$ cat config.mk
export PLATFORM = sky130hd
export DESIGN_NAME = stg_ram
export DESIGN_NICKNAME = d
export VERILOG_FILES = /design/src/sv/stg_ram.sv
export SDC_FILE = /design/constraint.sdc
export NUM_CORES = 2
export LEC_CHECK = 0
export ABC_AREA = 1
export BUFFER_PORTS_ARGS = -buffer_cell sky130_fd_sc_hd__buf_2
export CORE_ASPECT_RATIO = 1.1
export CORE_MARGIN = 10
export CORE_UTILIZATION = 57
export CTS_CLUSTER_SIZE = 24
export DETAILED_ROUTE_END_ITERATION = 8
export GPL_TIMING_DRIVEN = 1
export PLACE_DENSITY = 0.76
export SLEW_MARGIN = 10
export SYNTH_ARGS = -nofsm -noshare
export SYNTH_HDL_FRONTEND = slang
export SYNTH_SLANG_ARGS = --single-unit
$ cat constraint.sdc
create_clock -name clk -period 2.3 [get_ports clk]
set_clock_uncertainty 0.2 [all_clocks]
set_input_delay 0.345 -clock clk [delete_from_list [all_inputs] [get_ports clk]]
set_output_delay 0.345 -clock clk [all_outputs]
set_load 0.005 [all_outputs]
$ cat src/sv/stg_ram.sv
// Generic single-port-write, single-port-read RAM with registered read data.
// Depends on nothing.
`timescale 1ns / 1ps

module stg_ram #(
    parameter int  WIDTH = 15,
    parameter int  DEPTH = 257,
    localparam int AW    = (DEPTH > 1) ? $clog2(DEPTH) : 1
) (
    input  logic             clk,
    input  logic             we,
    input  logic [AW-1:0]    waddr,
    input  logic [WIDTH-1:0] wdata,
    input  logic             re,
    input  logic [AW-1:0]    raddr,
    output logic [WIDTH-1:0] rdata
);

    logic [WIDTH-1:0] mem [DEPTH];

    always_ff @(posedge clk)
    begin
        if (we)
        begin
            mem[waddr] <= wdata;
        end
        if (re)
        begin
            rdata <= mem[raddr];
        end
    end

endmodule

==> results.ini <==
[yosys]
synth_area_leaders=edfxtp_1 74%, nand3_1 12%, nand2_1 9.4%
synth.avg_cell_area_um2=12.2
yosysTopAreaCellShare=0.744
synth-seq-cells=3870
mappedNetlistArea_um2=156000
ys_seq_area_frac=0.744
synth.distinct_cells=17
ys_warn_count=0
synth_cells=12800
synth_fp_nets=12800
netlist.top_cell.by_area=edfxtp_1

[pwr]
p_sw_frac=0.227
p_sw_w=0.0340
internal-power_w=0.115
ir_worst_vdd_uv=761
p_seq_frac=0.521
p_clk_frac=0.409
p_comb_frac=0.071
power_density_nw_per_um2=816
leakagePower_nw=65.2

[die]
num_rows=201
start_util=0.573
ios=51
core-area_um2=273000
die-area_um2=295000
dieWidth_um=519
die-height_um=569

[drt]
vias=109000
dr.pass1.iters=9
routedWlPerCell_um=26.5
route.detailed.vias_per_inst=6.25
drcViolationCount=0
drt_iter0_markers=16500
wirelength_um=461000
ant_nets=0

[outcome]
outcome=complete, but fails checks
violations=setup timing

[flow_run]
drv_cap=0

[cells_and_area]
fin_nets=13500
syn2layout_area_growth_pct=17.1
n_fill_cell=18300
most-common-layout-cells=3895 x nand2_1, 3870 x edfxtp_1, 3774 x nand3_1, 611 x buf_4, 473 x buf_12
final_core_util=0.671
layout_commonest_cell=nand2_1
drive_above_1_share=0.127
layoutNonFillerInstCount=17400

[setup_path]
critPathLaunchType=flop
crit_arrival_ns=1.96
cp_cell_sequence=buf_2
max_stage_delay_ns=0.80
reg2reg_slack_ns=-0.02
cp-end-kind=primary output
crit_type=reg2out
path_buf_inv=1
crit_fanout=1
slowest_stage=edfxtp_1
crit_family=flip-flops
cp.required_ns=1.75

[placed_design]
dp_hpwl_um=287000
io_buffer_count=50
dp_slack_ns=-1.08
placedCellCount=16700
gp_congestion=0.984

[grt]
grt_overflow_total=0
grt_pass1_wl_um=675000
antenna_found_initial=19
grtUsageTotal=0.302
grt_max_degree=101
grt_pass1_vias=105000

[clock_network]
cts-root-buf=clkbuf_16
clk_latency_ns=0.93
cts_tree=yes
post_cts_buffers=0
clk_path_buf_depth=4
clk_pin_slew_ns=0.06
cts_inserted_buffers=379
clock_sinks=3870
htreeDepth=5

[sta]
setup_viol=7
relSlewSlack=0.438
hold_ws_ns=0.0871
fin_crit_sh=1.09
final-hold-violation-count=0
slew_violations=0
fin_crit_ns=2.50
fmax_mhz=400
rsz0062_at_grt=yes
timing.final.ws_setup_ns=-0.200
worst_slew_pin_slew_ns=0.843

[min_path]
min_path_type=in2reg

-- cell type report --
cell class | instances | area [um^2] | area share
antenna | 24 | 60.1 | 0.000328
clock buffer | 439 | 9750 | 0.0533
clock inverter | 247 | 2340 | 0.0128
inverter | 32 | 161 | 0.000882
multi-input combinational | 8003 | 35200 | 0.192
sequential | 3870 | 116000 | 0.635
tap | 3654 | 4570 | 0.0250
timing repair buffer | 1157 | 14700 | 0.0806
-- path summary, 6_finish.rpt --
check	from	to	depth (start not counted)
min reg2reg	mem[256][1]	rdata[1]	2
max	rdata[12]	rdata[12]	1
max reg2reg	mem[70][7]	rdata[7]	10
min	waddr[3]	mem[256][5]	6
-- kinds of logic after synthesis --
group | synth area share
buffers and inverters | 0.0333
DFF | 0.744
and+or+nand+nor | 0.223
-- routing by layer --
metal | global-route usage | wire length, um
met1 | 0.398 | 160000
met2 | 0.469 | 213000
met3 | 0.0529 | 54900
met4 | 0.189 | 33600
met5 | 0 | 17
-- power groups by stage --
stage	Combinational (W)	Sequential (W)	Clock [W]
floorplan	0.00478	0.0792	0
global placement	0.00991	0.0792	0
detailed placement	0.0102	0.0792	0
CTS	0.0103	0.0777	0.0613
global route	0.0111	0.0777	0.0642
finish	0.0106	0.0777	0.0610
-- cell usage after synthesis --
cell type / number
nand2_1: 3911
nand3_1: 3829
inv_2: 1
buf_8: 2
inv_1: 28
nor3_1: 4
buf_1: 63
buf_2: 427
clkinv_1: 2
buf_6: 73
buf_4: 171
edfxtp_1: 3870
nor2_1: 259
inv_4: 1
clkbuf_2: 1
buf_12: 1
clkbuf_1: 145
-- stage by stage --
stage / instance area, um^2 / TNS (ns) / total power [W]
after floorplan: 156000 / -160.76 / 0.0840
after global placement: 170000 / -11.19 / 0.0891
after detailed placement: 170000 / -11.52 / 0.0894
after CTS: 183000 / -0.571 / 0.149
after global routing: 183000 / -0.474 / 0.153
final: 183000 / -0.611 / 0.149
-- flip-flops by register name, indices dropped and copies added (netlist names) --
| signal | count |
|---|---|
| mem | 3855 |
| rdata | 15 |
-- worst register-to-register path: stages (launching register included) --
cell	delay [ns]
edfxtp_1	0.37
nand2_1	0.07
nand3_1	0.08
nand3_1	0.19
nand3_1	0.09
nand3_1	0.25
nand3_1	0.21
nand3_1	0.32
nand3_1	0.15
nand3_1	0.10
nand2_1	0.06
-- timing repair --
item | in CTS | in global routing
setup endpoints to repair | 11 | 18
pin swaps | 0 | 1
hold endpoints to repair | 3256 | 0
resized for setup | 9 | 48
hold buffers | 24 | 0
(Power assumes the default switching activity.)
